**config.mk**
```make
export PLATFORM = sky130hd
export DESIGN_NAME = utf16_to_utf8_encoder
export DESIGN_NICKNAME = d
export VERILOG_FILES = /design/src/rtl/u16u8_pkg.sv /design/src/rtl/u16u8_front.sv /design/src/rtl/u16u8_queue.sv /design/src/rtl/u16u8_back.sv /design/src/rtl/utf16_to_utf8_encoder.sv
export SDC_FILE = /design/constraint.sdc
export NUM_CORES = 1
export LEC_CHECK = 0
export ABC_AREA = 1
export CAP_MARGIN = 15
export CORE_UTILIZATION = 45
export DETAILED_ROUTE_END_ITERATION = 8
export DONT_BUFFER_PORTS = 1
export GPL_ROUTABILITY_DRIVEN = 0
export GPL_TIMING_DRIVEN = 0
export SKIP_LAST_GASP = 1
export SYNTH_ARGS = -nofsm -noshare
export SYNTH_HDL_FRONTEND = slang
export SYNTH_SLANG_ARGS = --single-unit
```
**constraint.sdc**
```tcl
create_clock -name aclk -period 4.2 [get_ports aclk]
set_input_delay 0.21 -clock aclk [delete_from_list [all_inputs] [get_ports aclk]]
set_output_delay 0.21 -clock aclk [all_outputs]
set_load 0.05 [all_outputs]
```
**src/rtl/u16u8_pkg.sv**
```systemverilog
// ============================================================================
// u16u8_pkg
// Shared types, constants and byte-forming functions for the UTF-16 to UTF-8
// encoder.
// ============================================================================
package u16u8_pkg;

    localparam int QUEUE_DEPTH = 4;
    localparam int QUEUE_PTR_W = $clog2(QUEUE_DEPTH);

    localparam logic [5:0]  SURR_HIGH_TAG = 6'b110110;  // 0xD800..0xDBFF
    localparam logic [5:0]  SURR_LOW_TAG  = 6'b110111;  // 0xDC00..0xDFFF
    localparam logic [20:0] SUPP_BASE     = 21'h10000;

    // One decoded job: up to two code points and the end-of-string flag
    typedef struct packed {
        logic [20:0] cp_a;
        logic [2:0]  len_a;
        logic [15:0] cp_b;
        logic [1:0]  len_b;
        logic        last;
    } u16u8_job_t;

    typedef struct packed {
        logic       valid;
        u16u8_job_t job;
    } u16u8_push_t;

    // Number of UTF-8 bytes for a code point
    function automatic logic [2:0] utf8_len(input logic [20:0] cp);
        logic [2:0] len;
        if (cp < 21'h80) begin
            len = 3'd1;
        end else if (cp < 21'h800) begin
            len = 3'd2;
        end else if (cp < 21'h10000) begin
            len = 3'd3;
        end else begin
            len = 3'd4;
        end
        return len;
    endfunction

    // Byte idx (0 = lead) of the len-byte sequence of cp
    function automatic logic [7:0] utf8_byte(input logic [20:0] cp,
                                             input logic [2:0]  len,
                                             input logic [2:0]  idx);
        logic [7:0] b;
        logic [2:0] rem;
        rem = len - idx - 3'd1;
        if (idx == 3'd0) begin
            unique case (len)
                3'd1:    b = {1'b0, cp[6:0]};
                3'd2:    b = {3'b110, cp[10:6]};
                3'd3:    b = {4'b1110, cp[15:12]};
                default: b = {5'b11110, cp[20:18]};
            endcase
        end else begin
            unique case (rem)
                3'd0:    b = {2'b10, cp[5:0]};
                3'd1:    b = {2'b10, cp[11:6]};
                default: b = {2'b10, cp[17:12]};
            endcase
        end
        return b;
    endfunction

endpackage

```
**src/rtl/u16u8_front.sv**
```systemverilog
// ============================================================================
// u16u8_front
// Accepts code units, pairs surrogates and pushes byte jobs to the queue.
// ============================================================================
module u16u8_front (
    input  logic                  aclk,
    input  logic                  aresetn,
    input  logic                  cfg_valid,
    output logic                  cfg_ready,
    input  logic                  cfg_data,
    input  logic                  s_tvalid,
    output logic                  s_tready,
    input  logic [15:0]           s_tdata,
    input  logic                  s_tlast,
    input  logic                  q_full,
    output u16u8_pkg::u16u8_push_t q_push
);
    import u16u8_pkg::*;

    logic       pair_reg;
    logic       held_reg, held_next;
    logic [9:0] held_bits_reg, held_bits_next;

    logic       accept;
    logic       is_high, is_low, hold_new;
    logic [2:0] unit_len;

    assign cfg_ready = 1'b1;
    assign s_tready  = !q_full;
    assign accept    = s_tvalid && s_tready;
    assign is_high   = (s_tdata[15:10] == SURR_HIGH_TAG);
    assign is_low    = (s_tdata[15:10] == SURR_LOW_TAG);
    assign hold_new  = pair_reg && is_high && !s_tlast;
    assign unit_len  = utf8_len({5'b0, s_tdata});

    always_comb begin
        held_next      = held_reg;
        held_bits_next = held_bits_reg;
        q_push.valid   = 1'b0;
        q_push.job     = '0;
        q_push.job.last = s_tlast;
        if (accept) begin
            if (held_reg && is_low) begin
                // complete the pair
                q_push.valid     = 1'b1;
                q_push.job.cp_a  = {1'b0, held_bits_reg, s_tdata[9:0]} + SUPP_BASE;
                q_push.job.len_a = 3'd4;
                held_next        = 1'b0;
            end else begin
                if (held_reg) begin
                    // flush the stale high surrogate first
                    q_push.valid     = 1'b1;
                    q_push.job.cp_a  = {5'b0, SURR_HIGH_TAG, held_bits_reg};
                    q_push.job.len_a = 3'd3;
                    held_next        = 1'b0;
                end
                if (hold_new) begin
                    held_next      = 1'b1;
                    held_bits_next = s_tdata[9:0];
                end else if (held_reg) begin
                    q_push.job.cp_b  = s_tdata;
                    q_push.job.len_b = unit_len[1:0];
                end else begin
                    q_push.valid     = 1'b1;
                    q_push.job.cp_a  = {5'b0, s_tdata};
                    q_push.job.len_a = unit_len;
                end
            end
        end
    end

    always_ff @(posedge aclk) begin
        if (!aresetn) begin
            pair_reg      <= 1'b0;
            held_reg      <= 1'b0;
            held_bits_reg <= '0;
        end else begin
            if (cfg_valid && cfg_ready) begin
                pair_reg <= cfg_data;
            end
            held_reg      <= held_next;
            held_bits_reg <= held_bits_next;
        end
    end

endmodule

```
**src/rtl/u16u8_queue.sv**
```systemverilog
// ============================================================================
// u16u8_queue
// Small job queue between the front and back ends.
// ============================================================================
module u16u8_queue (
    input  logic                   aclk,
    input  logic                   aresetn,
    input  u16u8_pkg::u16u8_push_t q_push,
    output logic                   q_full,
    input  logic                   q_pop,
    output logic                   q_valid,
    output u16u8_pkg::u16u8_job_t  q_head
);
    import u16u8_pkg::*;

    u16u8_job_t             entry_reg [QUEUE_DEPTH];
    logic [QUEUE_PTR_W-1:0] wr_ptr_reg, wr_ptr_next;
    logic [QUEUE_PTR_W-1:0] rd_ptr_reg, rd_ptr_next;
    logic [QUEUE_PTR_W:0]   count_reg, count_next;

    assign q_full  = (count_reg == (QUEUE_PTR_W+1)'(QUEUE_DEPTH));
    assign q_valid = (count_reg != '0);
    assign q_head  = entry_reg[rd_ptr_reg];

    always_comb begin
        wr_ptr_next = wr_ptr_reg + (QUEUE_PTR_W)'(q_push.valid);
        rd_ptr_next = rd_ptr_reg + (QUEUE_PTR_W)'(q_pop);
        count_next  = count_reg + (QUEUE_PTR_W+1)'(q_push.valid)
                                - (QUEUE_PTR_W+1)'(q_pop);
    end

    always_ff @(posedge aclk) begin
        if (!aresetn) begin
            wr_ptr_reg <= '0;
            rd_ptr_reg <= '0;
            count_reg  <= '0;
        end else begin
            wr_ptr_reg <= wr_ptr_next;
            rd_ptr_reg <= rd_ptr_next;
            count_reg  <= count_next;
        end
    end

    always_ff @(posedge aclk) begin
        if (q_push.valid) begin
            entry_reg[wr_ptr_reg] <= q_push.job;
        end
    end

    a_no_overflow: assert property (@(posedge aclk) disable iff (!aresetn)
        q_push.valid |-> !q_full)
        else $error("queue push while full");

    a_no_underflow: assert property (@(posedge aclk) disable iff (!aresetn)
        q_pop |-> q_valid)
        else $error("queue pop while empty");

    a_count_range: assert property (@(posedge aclk) disable iff (!aresetn)
        count_reg <= (QUEUE_PTR_W+1)'(QUEUE_DEPTH))
        else $error("queue count out of range");

endmodule

```
**src/rtl/u16u8_back.sv**
```systemverilog
// ============================================================================
// u16u8_back
// Walks the head job byte by byte into the output register.
// ============================================================================
module u16u8_back (
    input  logic                  aclk,
    input  logic                  aresetn,
    input  logic                  q_valid,
    input  u16u8_pkg::u16u8_job_t q_head,
    output logic                  q_pop,
    output logic                  m_tvalid,
    input  logic                  m_tready,
    output logic [7:0]            m_tdata,
    output logic                  m_tlast,
    output logic [0:0]            m_tuser
);
    import u16u8_pkg::*;

    logic [2:0] idx_reg, idx_next;
    logic       m_tvalid_reg, m_tvalid_next;
    logic [7:0] m_tdata_reg;
    logic       m_tlast_reg;
    logic       m_tuser_reg;

    logic       load, emit, last_byte;
    logic [2:0] total;
    logic [2:0] idx_b;
    logic [7:0] byte_val;

    assign load      = !m_tvalid_reg || m_tready;
    assign emit      = q_valid && load;
    assign total     = q_head.len_a + {1'b0, q_head.len_b};
    assign last_byte = (idx_reg + 3'd1 == total);
    assign idx_b     = idx_reg - q_head.len_a;
    assign q_pop     = emit && last_byte;

    always_comb begin
        if (idx_reg < q_head.len_a) begin
            byte_val = utf8_byte(q_head.cp_a, q_head.len_a, idx_reg);
        end else begin
            byte_val = utf8_byte({5'b0, q_head.cp_b}, {1'b0, q_head.len_b}, idx_b);
        end
        m_tvalid_next = load ? q_valid : m_tvalid_reg;
        idx_next      = idx_reg;
        if (emit) begin
            idx_next = last_byte ? 3'd0 : idx_reg + 3'd1;
        end
    end

    always_ff @(posedge aclk) begin
        if (!aresetn) begin
            idx_reg      <= '0;
            m_tvalid_reg <= 1'b0;
        end else begin
            idx_reg      <= idx_next;
            m_tvalid_reg <= m_tvalid_next;
        end
    end

    always_ff @(posedge aclk) begin
        if (emit) begin
            m_tdata_reg <= byte_val;
            m_tlast_reg <= last_byte;
            m_tuser_reg <= last_byte && q_head.last;
        end
    end

    assign m_tvalid   = m_tvalid_reg;
    assign m_tdata    = m_tdata_reg;
    assign m_tlast    = m_tlast_reg;
    assign m_tuser[0] = m_tuser_reg;

    a_end_on_run_last: assert property (@(posedge aclk) disable iff (!aresetn)
        m_tvalid |-> (!m_tuser[0] || m_tlast))
        else $error("string end without run end");

    a_idx_in_job: assert property (@(posedge aclk) disable iff (!aresetn)
        q_valid |-> (idx_reg < total))
        else $error("byte index past job length");

    a_stall_holds_idx: assert property (@(posedge aclk) disable iff (!aresetn)
        (m_tvalid && !m_tready) |=> $stable(idx_reg))
        else $error("byte index moved during stall");

endmodule

```
**src/rtl/utf16_to_utf8_encoder.sv**
```systemverilog
// ============================================================================
// utf16_to_utf8_encoder
// UTF-16 code units in, UTF-8 bytes out, optional surrogate pairing.
// ============================================================================
//  channel  dir  payload                                 handshake
//  s_       in   tdata[15:0]=code_unit, tlast=last_unit  s_tvalid/s_tready
//  m_       out  tdata[7:0]=out_byte, tlast=run_last,    m_tvalid/m_tready
//                tuser[0]=string_end
//  cfg_     in   cfg_data=pair_surrogates                cfg_valid/cfg_ready
//
//  Output runs at one byte per cycle unless m_tready stalls it; a unit yields 1 to 4
//  bytes (up to 6 when a held surrogate is flushed), formed by the byte walker.
//  A held high surrogate produces no bytes until the next unit arrives.
//  A four-entry job queue lets input run ahead while the output stalls.
//  Reset (aresetn low, synchronous) clears the queue, the hold and pairing.
// ============================================================================
module utf16_to_utf8_encoder (
    input  logic        aclk,
    input  logic        aresetn,
    input  logic        cfg_valid,
    output logic        cfg_ready,
    input  logic        cfg_data,
    input  logic        s_tvalid,
    output logic        s_tready,
    input  logic [15:0] s_tdata,   // [15:0] code_unit
    input  logic        s_tlast,
    output logic        m_tvalid,
    input  logic        m_tready,
    output logic [7:0]  m_tdata,   // [7:0] out_byte
    output logic        m_tlast,
    output logic [0:0]  m_tuser    // [0] string_end
);
    import u16u8_pkg::*;

    u16u8_push_t q_push;
    u16u8_job_t  q_head;
    logic        q_full, q_valid, q_pop;

    u16u8_front u_front (
        .aclk      (aclk),
        .aresetn   (aresetn),
        .cfg_valid (cfg_valid),
        .cfg_ready (cfg_ready),
        .cfg_data  (cfg_data),
        .s_tvalid  (s_tvalid),
        .s_tready  (s_tready),
        .s_tdata   (s_tdata),
        .s_tlast   (s_tlast),
        .q_full    (q_full),
        .q_push    (q_push)
    );

    u16u8_queue u_queue (
        .aclk    (aclk),
        .aresetn (aresetn),
        .q_push  (q_push),
        .q_full  (q_full),
        .q_pop   (q_pop),
        .q_valid (q_valid),
        .q_head  (q_head)
    );

    u16u8_back u_back (
        .aclk     (aclk),
        .aresetn  (aresetn),
        .q_valid  (q_valid),
        .q_head   (q_head),
        .q_pop    (q_pop),
        .m_tvalid (m_tvalid),
        .m_tready (m_tready),
        .m_tdata  (m_tdata),
        .m_tlast  (m_tlast),
        .m_tuser  (m_tuser)
    );

endmodule

```
## Word level (Yosys, flattened, before mapping)

Memories as Yosys holds them, arrays and structs flattened. A register that Yosys moved wholly into a read port is not among the register bits.
Index checks and enable logic that the tools add are counted.

| cells by class | value |
|---|---|
| add/sub/neg operators | 12 |
| order comparisons | 3 |
| equal/unequal tests | 12 |
| multiplexer cells | 22 |
| bitwise operators | 1 |
| reduce and logical (&&, ||, !) cells | 17 |

Operators with widths:

| kind | number |
|---|---|
| $mux W43 | 2 |
| $mux W25 | 3 |
| $pmux W8 S3 | 2 |
| $mux W18 | 2 |
| $mux W8 | 3 |
| $pmux W6 S2 | 2 |
| $add A20 B17 Y21 const B | 1 |
| $lt A16 B12 Y1 const B | 1 |
| $lt A16 B8 Y1 const B | 1 |
| $eq A6 B6 Y1 const B | 2 |
| $logic_not A3 Y1 | 4 |
| $eq A3 B1 Y1 const B | 3 |
| $logic_and A1 B1 Y1 | 7 |
| $eq A3 B2 Y1 const B | 2 |
| $sub A3 B1 Y3 const B | 2 |
| $sub A3 B3 Y3 | 2 |
| $mux W1 | 5 |
| $add A2 B1 Y2 | 2 |
| $eq A2 B2 Y1 const B | 2 |
| $mux W2 | 2 |
| $add A3 B1 Y3 | 1 |
| $add A3 B1 Y3 const B | 1 |
| $add A3 B2 Y3 | 1 |
| $eq A3 B3 Y1 | 1 |
| 11 further kinds | 13 |

| storage, ports and cells | value |
|---|---|
| bits in registers | 33 |
| RAM bits | 172 |
| input port bits | 23 |
| output and inout bits | 13 |
| word-level logic and storage cells | 79 |
| memories | 1 |

Memory list:

| name | words | bits a word | rd ports | clocked after memory_dff | write ports | line | source |
|---|---|---|---|---|---|---|---|
| u_queue.entry_reg | 4 | 43 | 1 | 1 | 1 | u16u8_queue.sv:16 | `u16u8_job_t entry_reg [QUEUE_DEPTH];` |

## Logic depth before layout (Yosys ltp)

Gate-level depths: netlist of run 1.

| depth | value |
|---|---|
| depth after elaboration | 9 |
| mapped depth | 22 |

## Hierarchy

From an unflattened synthesis of run 1, not the netlist that was laid out.

| unflattened totals | value |
|---|---|
| cell total of the unflattened synthesis | 1025 |
| area, all modules | 10214.8 um2 |

By module, submodules not included:

| module | instances | cells an instance | area each (um2) | seq. area each (um2) |
|---|---|---|---|---|
| u16u8_queue | 1 | 550 | 7375.8 | 5305.1 |
| u16u8_back | 1 | 258 | 1592.8 | 380.4 |
| u16u8_front | 1 | 217 | 1246.2 | 240.2 |

## Worst setup path before layout of run 1

No wires, ideal clock.

| timing | value |
|---|---|
| path type | register to register |
| start | reg u_queue.count_reg[1] |
| end | mem u_queue.entry_reg[0][0] (netlist name), enable pin |
| arrival time | 4.296 ns |
| required time | 3.703 ns |
| slack | -0.593 ns |
| stages on the path, launching flop included | 7 |
| clock period less this slack | 4.793 ns |
| cell sequence | dfxtp_1 inv_1 nand3_1 nand2_1 clkinv_1 o21ai_0 nor3_1 |

| between the ends | value |
|---|---|
| word-level cells in the longest chain between the ends | 6 |

RTL lines:

| item | line | source |
|---|---|---|
| start, declared | u16u8_queue.sv:19 | `logic [QUEUE_PTR_W:0] count_reg, count_next;` |
| start signal, assigned | u16u8_queue.sv:40 | `count_reg <= count_next;` |
| $eq A3 B3 Y1 | u16u8_queue.sv:21 | `assign q_full = (count_reg == (QUEUE_PTR_W+1)'(QUEUE_DEPTH));` |
| $logic_not A1 Y1 | u16u8_front.sv:29 | `assign s_tready = !q_full;` |
| via s_tready | utf16_to_utf8_encoder.sv:24 | `output logic s_tready,` |
| $logic_and A1 B1 Y1 | u16u8_front.sv:30 | `assign accept = s_tvalid && s_tready;` |
| $mux W43 | u16u8_front.sv:42 | `if (accept) begin` |
| $mux W1 | u16u8_queue.sv:45 | `if (q_push.valid) begin` |
| $mux W1 (implied by the code) | u16u8_queue.sv:46 | `entry_reg[wr_ptr_reg] <= q_push.job;` |
| end, declared | u16u8_queue.sv:16 |  |

The timed path passes the listed nets, and every way through them passes these cells.

==> metrics, run 1 <==
Synth cell types 49; met2 WL 11.4 mm; clk_lat worst skew 510 ps; max reg flops 172; synth warn 0; Critical Path Start Type flop; vias in the first global route 6,484; synthesis-to-finish area growth 15.5%; area of the multi-input gates 0.00308 mm^2; setup TNS 0 ps; Synth Area in Compound Gates 8.86%; Iteration-0 DRC Markers 632; final core occ 53.8%; HPWL after DPL 18.5 mm; most frequent CP cell inv_1; DIE AREA 0.0218 mm^2; antenna violations before repair 1; adder-cell share of the synthesized area 2.41%; hold_buf cts 14; Final Non-Filler Cells 1,287; top sig layer met4; Crit-path slowest cell nor2_1; Hold/Removal Path Class input pin to flop; Pleak 4.35 nW; I/O Buffers 0; PD cells 617 mW/mm^2; status completed; Die H 148 um; Post-CTS Repair Setup Buffers 0; mux contribution to synthesized area 0%; CTS tree built; VDD IR max 357 uV; Mapped Nets 978; Antenna Nets Post-Route 0; Ports 36; Routed WL 25.2 mm; met3 routed WL 1.78 mm; max_cap viols 0; slowest stage delay, CP 440 ps; Yosys reg bits 205; most frequent cells in the layout nand2_1 (200), edfxtp_1 (182), nor2_1 (113); post-synthesis sequential area ratio 61.9%; Crit Path Max Fanout 10; CP Capture Type flop; clock skew 11.7 ps; Post-Synth Simple-Gate Area 19.9%; largest net degree at the start of global routing 14; min Tclk post-route 3940 ps; Clock H-tree levels 1; Slew HR 25.5%; fmax 0.254 GHz; cells after synthesis 939; xor/xnor share of the synthesized area 0.641%; routed via count 6,934; first-pass GRT wire length 38.5 mm; Avg Inst Size Synth 10.2 um^2; Starting Density 46.5%; # rows 52; total CTS buffers 23; RSZ-0062 raised after global routing false; final hold violations 0; register area 0.00593 mm^2; CP cell instances buf_6 -> inv_4 -> buf_6 -> nand2_1 -> nand3_1 -> nand2_2 -> inv_2 -> ha_1 -> inv_1 -> fa_1 -> xnor2_1 -> a21oi_1 -> nand2_1 -> nor2_1 -> ha_1 -> inv_1 -> ha_1 -> inv_1 -> fa_1 -> inv_1 -> o21ai_0 -> a21oi_1; die extent in x 148 um; Post-CTS Resized 0; Metal-1 WL 11.4 mm; Wirelength per Cell 19.6 um; DRC Markers 0; DR vias/cell 5.39; nets@finish 1,038; commonest non-fill, non-tap cell in the layout nand2_1; Crit path arrival time 4380 ps; Total GRT Usage 23.9%; First-pass DRT Iterations 5; worst slew pin tran 1110 ps; Inst Count DP 1,230; Tcrit/Tclk final 93.8%; CTS Sinks 205; Data required, critical path 4640 ps; setup violators final 0; Clock transition at path regs 60 ps; layout cell share with drive strength beyond 1 13.5%; Root Driver clkbuf_16; Synth Cell Area 0.00957 mm^2; largest family of logic cells by synthesized area simple AND/OR/NAND/NOR gates; total of fill cells in the finished design 1,846; Slew Viols, Final 0; clk buf depth 3; core area 0.0206 mm^2; CP Class flop to flop; GR Overflow Total 0
==> critical path: cells and delay by family (launching register included) <==
kind,cells,cell delay (ps)
compound gates,3,330
xor+xnor,1,140
fa+ha+maj,5,1430
buf+inv,8,700
flops,1,350
simple gates,5,920
==> layer usage <==
metal  global-route usage (%)  vias to the layer above
met5                        0                        -
met1                     34.1                     3283
met4                     7.99                        0
li1                         -                     3355
met3                     3.86                       42
met2                     37.2                      254
==> cell type report <==
class / count / area share, %
timing repair buffer: 35 / 3.34
clock inverter: 14 / 1.42
clock buffer: 28 / 5.38
sequential: 205 / 53.6
tap: 270 / 3.06
multi-input combinational: 612 / 27.8
buffer: 39 / 2.50
antenna: 1 / 0.0226
inverter: 83 / 2.84
==> kinds of logic after synthesis <==
logic type | count (synthesis)
buffers and inverters | 122
xor gates and xnor gates | 7
AOI/OAI and AO/OA | 147
adders and majority gates | 16
DFF | 205
and+or+nand+nor | 441
other | 1
==> synth_stat cells, drive strengths merged <==
cell / number / share of area (%)
dfxtp: 23 / 4.8
nand2: 206 / 8.3
a211oi: 4 / 0.31
clkbuf: 5 / 0.21
nor3b: 1 / 0.079
xor2: 3 / 0.27
o22ai: 13 / 0.85
a21oi: 32 / 1.9
ha: 12 / 1.6
inv: 82 / 3.2
buf: 34 / 2.7
a21o: 1 / 0.079
conb: 1 / 0.039
xnor2: 4 / 0.37
o21a: 1 / 0.079
a31oi: 3 / 0.26
nand4: 4 / 0.42
or2: 1 / 0.065
edfxtp: 182 / 57
clkinv: 1 / 0.039
fa: 4 / 0.84
a32oi: 1 / 0.092
o21ai: 84 / 4.6
o31ai: 6 / 0.47
nor3: 23 / 1.4
o32ai: 1 / 0.092
nand3: 87 / 4.7
nor2: 118 / 4.9
nand3b: 1 / 0.079
o211ai: 1 / 0.079
==> stage by stage <==
stage | instance area, um^2 | power, W | worst slack (ps) | hold WS (ps)
floorplan | 9570 | 0.00419 | -593 | 304
global placement | 9900 | 0.00476 | -3410 | 310
detailed placement | 10200 | 0.00483 | 289 | 309
CTS | 11000 | 0.00683 | 277 | 27.0
global route | 11000 | 0.00715 | 21.2 | 47.5
finish | 11100 | 0.00682 | 262 | 54.9
==> path summary, 6_finish.rpt <==
kind	startpoint	to	slack, ps	depth (start not counted)
worst min-delay path	s_tdata[12]	u_queue.entry_reg[2][15]	50	2
worst min register to register	u_front.held_bits_reg[5]	u_front.held_bits_reg[5]	520	2
worst max register to register	u_queue.rd_ptr_reg[0]	u_queue.count_reg[2]	260	22
worst max-delay path	u_queue.rd_ptr_reg[0]	u_queue.count_reg[2]	260	22
==> report_power, final <==
group	internal, W	leakage (nW)	total (W)	switching, W
clock network	0.00120	0.366	0.00201	0.000810
registers	0.00257	1.93	0.00283	0.000262
logic	0.000606	2.06	0.00198	0.00137
(Power assumes the default switching activity.)
==> inputs of run 2 (changes only) <==
--- a/config.mk
+++ b/config.mk
@@ -6,7 +6,7 @@
 export NUM_CORES = 1
 export LEC_CHECK = 0
 export ABC_AREA = 1
-export CAP_MARGIN = 15
+export CORE_ASPECT_RATIO = 0.8
 export CORE_UTILIZATION = 45
 export DETAILED_ROUTE_END_ITERATION = 8
 export DONT_BUFFER_PORTS = 1
==> run 2 against run 1 <==
- first-iteration DRC count is 11% higher
- global-route usage is 0.52 points higher
- setup slack better by 170 ps
- final cell count is 0.62% lower
- critical endpoint unchanged
- largest power group unchanged
- highest routed layer unchanged
==> metrics, run 2 (same netlist as run 1, synthesis figures left out) <==
Data required, critical path 4640 ps (about the same); DR vias/cell 5.42 (+0.68%); Routed WL 25.9 mm (+2.6%); Iteration-0 DRC Markers 702 (+11%); clk_lat worst skew 520 ps (about the same); Slew Viols, Final 0 (unchanged); first-pass GRT wire length 39.0 mm (+1.2%); CTS tree built; Tcrit/Tclk final 89.6% (-4.1 points); Starting Density 46.1% (-0.45 points); Root Driver clkbuf_16; CTS Sinks 205 (unchanged); total of fill cells in the finished design 1,831 (-0.81%); Clock transition at path regs 60 ps (about the same); PD cells 625 mW/mm^2 (+1.2%); hold_buf cts 14 (unchanged); max reg flops 172 (unchanged); Total GRT Usage 24.4% (+0.52 points); clk buf depth 3 (unchanged); Antenna Nets Post-Route 0 (unchanged); RR Endpoint u_queue.count_reg[2]; Post-CTS Resized 0 (unchanged); First-pass DRT Iterations 5 (unchanged); worst r2r path cells 22 (unchanged); commonest non-fill, non-tap cell in the layout nand2_1; final hold violations 0 (unchanged); I/O Buffers 0 (unchanged); routed via count 6,938 (+0.058%); Crit Path Max Fanout 10 (unchanged); largest net degree at the start of global routing 15 (+1); Clock H-tree levels 1 (unchanged); Wirelength per Cell 20.2 um (+3.3%); Slew HR 22.9% (-2.6 points); setup violators final 0 (unchanged); Endpoint, Worst Hold u_queue.entry_reg[0][17]; Ant. Diodes 0 (-1); die extent in x 165 um (+12%); Pleak 4.36 nW (+0.21%); layout cell share with drive strength beyond 1 13.3% (-0.22 points); RSZ-0062 raised after global routing false; Crit path arrival time 4200 ps (-180 ps); nets@finish 1,033 (-0.48%); Final Non-Filler Cells 1,279 (-0.62%); Power, Total 0.00692 W (+1.4%); Die H 132 um (-10%); HPWL after DPL 18.6 mm (+0.48%); total CTS buffers 22 (-4.3%); Ports 36 (unchanged); min Tclk post-route 3760 ps (-174 ps); antenna violations before repair 0 (-1); Inst Count DP 1,225 (-0.41%); DIE AREA 0.0218 mm^2 (about the same); Post-CTS Repair Setup Buffers 0 (unchanged); WHS Path Cells 2 (unchanged); core area 0.0208 mm^2 (+0.97%); VDD IR max 428 uV (+20%); Post-Place Worst Slack 471 ps (+182 ps); fmax 0.266 GHz (+4.6%); r2r startpoint u_queue.rd_ptr_reg[0]; # rows 47 (-9.6%); GR Overflow Total 0 (unchanged); worst slew pin tran 1150 ps (+41.3 ps); flop2flop setup slack 440 ps (+170 ps); min-delay src s_tdata[14]; clock skew 18.1 ps (+6.39 ps); CP Capture Type flop; max_cap viols 0 (unchanged); DRC Markers 0 (unchanged); status completed; CP Class flop to flop; Hold/Removal Path Class input pin to flop; Critical Path Start Type flop; PnR worst setup slack 436 ps (+174 ps); synthesis-to-finish area growth 15.8%; vias in the first global route 6,443 (-0.63%); most frequent cells in the layout nand2_1 (200), edfxtp_1 (182), nor2_1 (113)
## run 2: changes by cell type in the layout (fill, tap and decap cells not counted)
cell and delta:
bufinv_16 +2, clkinv_1 +1, inv_6 -1, clkbuf_1 -4, diode_2 -1, clkinv_4 +1
buf_8 +3, clkinv_2 -1, clkinvlp_4 -1, buf_4 -3, buf_6 -4, clkbuf_8 +1
## run 2: layout make-up
| type | instances | area (um^2) | share of cell area [%] |
|---|---|---|---|
| buffer | 39 | 277 | 2.50 |
| clock buffer | 25 | 593 | 5.35 |
| clock inverter | 15 | 208 | 1.88 |
| inverter | 83 | 314 | 2.84 |
| multi-input combinational | 612 | 3080 | 27.8 |
| sequential | 205 | 5930 | 53.5 |
| tap | 269 | 337 | 3.04 |
| timing repair buffer | 31 | 347 | 3.13 |
## run 2: per-layer routing
| metal | vias up | global-route usage, % | part of all wire (%) | wire (um) |
|---|---|---|---|---|
| met5 | - | 0 | 0 | 0 |
| met4 | 0 | 5.40 | 1.7 | 444 |
| met1 | 3318 | 35.7 | 45 | 11600 |
| met3 | 29 | 5.16 | 8.6 | 2230 |
| li1 | 3335 | - | - | - |
| met2 | 256 | 37.3 | 45 | 11600 |
## run 2: power breakdown
part	switching (W)	leakage (nW)	total (W)	internal, W
clock	0.000788	0.394	0.00211	0.00132
sequential	0.000265	1.93	0.00284	0.00257
combinational	0.00138	2.04	0.00197	0.000589
## run 2: how the worst max path moves through the flow
| stage | slack, ps | start | end | cells after the start |
|---|---|---|---|---|
| global route | 130 | u_queue.rd_ptr_reg[0] | u_queue.count_reg[2] | 22 |
| floorplan | -590 | u_queue.count_reg[1] | u_queue.entry_reg[0][0] | 6 |
| finish | 440 | u_queue.rd_ptr_reg[0] | u_queue.count_reg[2] | 22 |
| detailed placement | 470 | u_queue.rd_ptr_reg[0] | u_queue.count_reg[2] | 22 |
| CTS | 410 | u_queue.rd_ptr_reg[0] | u_queue.count_reg[2] | 22 |
| global placement | -3660 | u_queue.count_reg[1] | u_queue.entry_reg[3][32] | 6 |
## run 2: critical path, cell delays in order, from the launching register on
cell	delay, ps
dfxtp_1	340
buf_6	160
inv_4	40
buf_6	140
nand2_1	60
nand3_1	70
nand2_2	200
inv_2	100
ha_1	200
inv_1	60
fa_1	420
xnor2_1	140
a21oi_1	120
nand2_1	190
nor2_1	250
ha_1	270
inv_1	60
ha_1	140
inv_1	60
fa_1	380
inv_1	70
o21ai_0	80
a21oi_1	120
## run 2: through the flow
stage          area [um^2]  hold WS, ps  setup TNS [ps]  util (%)
2_1_floorplan         9570          304         -102040         -
3_3_place_gp          9900          309         -616770      47.7
5_1_grt              11100         15.5               0      53.4
6_report             11100         20.8               0      53.4
4_1_cts              11100         6.67               0      53.4
3_5_place_dp         10100          309               0      48.8
==> inputs of run 3 (changes only) <==
--- a/config.mk
+++ b/config.mk
@@ -5,7 +5,6 @@
 export SDC_FILE = /design/constraint.sdc
 export NUM_CORES = 1
 export LEC_CHECK = 0
-export ABC_AREA = 1
 export CORE_ASPECT_RATIO = 0.8
 export CORE_UTILIZATION = 45
 export DETAILED_ROUTE_END_ITERATION = 8
==> run 3 against run 2 <==
- worst hold slack got worse by 6.2 ps
- synthesized area fell by 4.9%
- final cell count fell by 29%
- wire length fell by 19%
- clock power fell by 4%
- clock skew rose by 1.2 ps
- first-iteration DRC count fell by 39%
- critical path type unchanged
- highest routed layer unchanged
==> metrics, run 3 <==
status completed; post-synth top area share 60.1% (+3.0 points); DIE AREA 0.0208 mm^2 (-4.9%); total CTS buffers 22 (unchanged); CTS Sinks 205 (unchanged); Wirelength per Cell 23.1 um (+14%); fmax 0.251 GHz (-5.6%); GR Overflow Total 0 (unchanged); Pleak 3.70 nW (-15%); min Tclk post-route 3990 ps (+225 ps); max_cap viols 0 (unchanged); Post-synth top cells edfxtp_1 (182), mux4_2 (32), o21ai_0 (28); Clock transition at path regs 60 ps (about the same); worst slew pin tran 967 ps (-182 ps); routed via count 5,244 (-24%); max reg flops 172 (unchanged); clk_lat worst skew 510 ps (about the same); Ports 36 (unchanged); Antenna Nets Post-Route 0 (unchanged); setup violators final 0 (unchanged); most frequent cell after synthesis edfxtp_1; vias in the first global route 5,012 (-22%); Data required, critical path 4600 ps (-40 ps); PD cells 689 mW/mm^2 (+10%); clock skew 19.3 ps (+1.20 ps); Hold/Removal Path Class input pin to flop; cells after synthesis 572 (-39%); placement-stage cell area 0.00962 mm^2 (-5.1%); crit path from u_queue.rd_ptr_reg[0]; final non-filler cell area 0.0106 mm^2 (-4.2%); Root Driver clkbuf_16; CP Capture Type flop; Main synth FF type edfxtp_1; Routed WL 21.1 mm (-19%); Inst Count DP 850 (-31%); DR vias/cell 5.76 (+6.1%); synthesis-to-finish area growth 16.7%; Die H 129 um (-2.5%); Avg Inst Size Synth 15.9 um^2 (+56%); commonest non-fill, non-tap cell in the layout edfxtp_1; # rows 46 (-2.1%); Tcrit/Tclk final 95.0% (+5.4 points); Critical Path Start Type flop; Iteration-0 DRC Markers 431 (-39%); CP Class flop to flop; nets@finish 669 (-35%); final hold violations 0 (unchanged); Starting Density 45.9% (-0.16 points); synth warn 0 (unchanged); clk buf depth 3 (unchanged); Power, Total 0.00731 W (+5.6%); post-synthesis sequential area ratio 65.2% (+3.2 points); async set or reset register ratio after synthesis 0% (unchanged); DRC Markers 0 (unchanged); CTS tree built; top cells by area, synth edfxtp_1 (60%), mux4_2 (7.9%), dfxtp_1 (5.1%), mux4_1 (3.2%), mux2i_1 (1.9%); First-pass DRT Iterations 4 (-1); Slew Viols, Final 0 (unchanged); Synth Cell Area 0.00909 mm^2 (-4.9%); Crit path arrival time 4390 ps (+190 ps); setup TNS 0 ps (unchanged); Synth cell types 53 (+8.2%); antenna violations before repair 1 (+1); r2r startpoint u_queue.rd_ptr_reg[0]; I/O Buffers 0 (unchanged); core area 0.0198 mm^2 (-4.6%); most frequent cells in the layout edfxtp_1 (182), mux4_2 (34), o21ai_0 (28); RSZ-0062 raised after global routing false; largest area contributor in the netlist edfxtp_1; HPWL after DPL 14.9 mm (-20%); Slew HR 35.5% (+13 points); first-pass GRT wire length 31.0 mm (-20%); Yosys reg bits 205 (unchanged); min-delay src s_tdata[2]; layout cell share with drive strength beyond 1 18.7% (+5.5 points); largest net degree at the start of global routing 26 (+11); VDD IR max 417 uV (-2.6%); Mapped Nets 611 (-38%); Crit Path Max Fanout 11 (+1); EDFF count, synth 182 (unchanged); Clock H-tree levels 1 (unchanged); Final Non-Filler Cells 911 (-29%); Total GRT Usage 20.5% (-3.9 points); die extent in x 161 um (-2.5%)
-- run 3: logic make-up after synthesis --
family,Yosys count,synth area share (%)
buf+inv,51,2.60
flops,205,65.2
other cells,1,0.0412
compound gates,91,6.59
simple gates,127,7.64
mux,70,14.2
xor+xnor,11,1.21
fa+ha+maj,16,2.53
-- run 3: timing repair --
item                       in CTS  in global routing
setup endpoints to repair       2                  1
buffers inserted                0                  4
hold endpoints to repair       57                  0
resized for setup               3                  5
pin swaps                       0                  2
hold buffers                   19                  0
-- run 3: final timing paths --
path | endpoint | slack (ps) | cells after the start
setup reg to reg | u_queue.count_reg[2] | 210 | 18
hold reg to reg | u_back.idx_reg[0] | 540 | 2
setup / recovery | u_queue.count_reg[2] | 210 | 18
hold / removal | u_queue.entry_reg[2][24] | 10 | 1
-- run 3: final cells by class --
cell class,instances,area [um^2]
diodes,1,2.50
plain buffers,25,139
clock buffers,26,566
clock inverters,14,195
fillers,1630,9190
inverters,23,86.3
multi-input cells,316,2970
flip-flops and latches,205,5930
well taps,264,330
repair buffers,37,398
-- run 3: power breakdown --
group,internal (W),total (W),switching [W]
registers,0.00253,0.00278,0.000255
clock network,0.00122,0.00202,0.000795
logic,0.00108,0.00251,0.00143
total,0.00483,0.00731,0.00248
-- run 3: per-layer routing --
layer  global-route usage, %  part of all wire (%)
met4                    5.11                   2.2
met5                       0                     0
met1                    30.6                    46
met3                    3.59                   7.0
met2                    31.2                    45
-- run 3: critical path: stages (launching register included) --
cell,delay [ps]
dfxtp_1,350
buf_6,140
mux4_2,530
buf_6,170
ha_1,190
inv_1,70
fa_1,420
xnor2_1,150
nor2_2,150
nand2_2,130
nor2_4,210
ha_1,260
inv_1,60
ha_1,130
inv_1,50
fa_1,430
xnor2_2,160
xnor2_1,120
and2_1,150
-- run 3: metrics by stage --
stage	setup slack, ps	hold WS, ps	utilization, %
finish	211	14.6	53.6
global route	12.1	10.6	53.6
CTS	45.4	1.53	53.3
detailed placement	-357	309	48.6
global placement	-3640	309	47.6
floorplan	-707	309	-
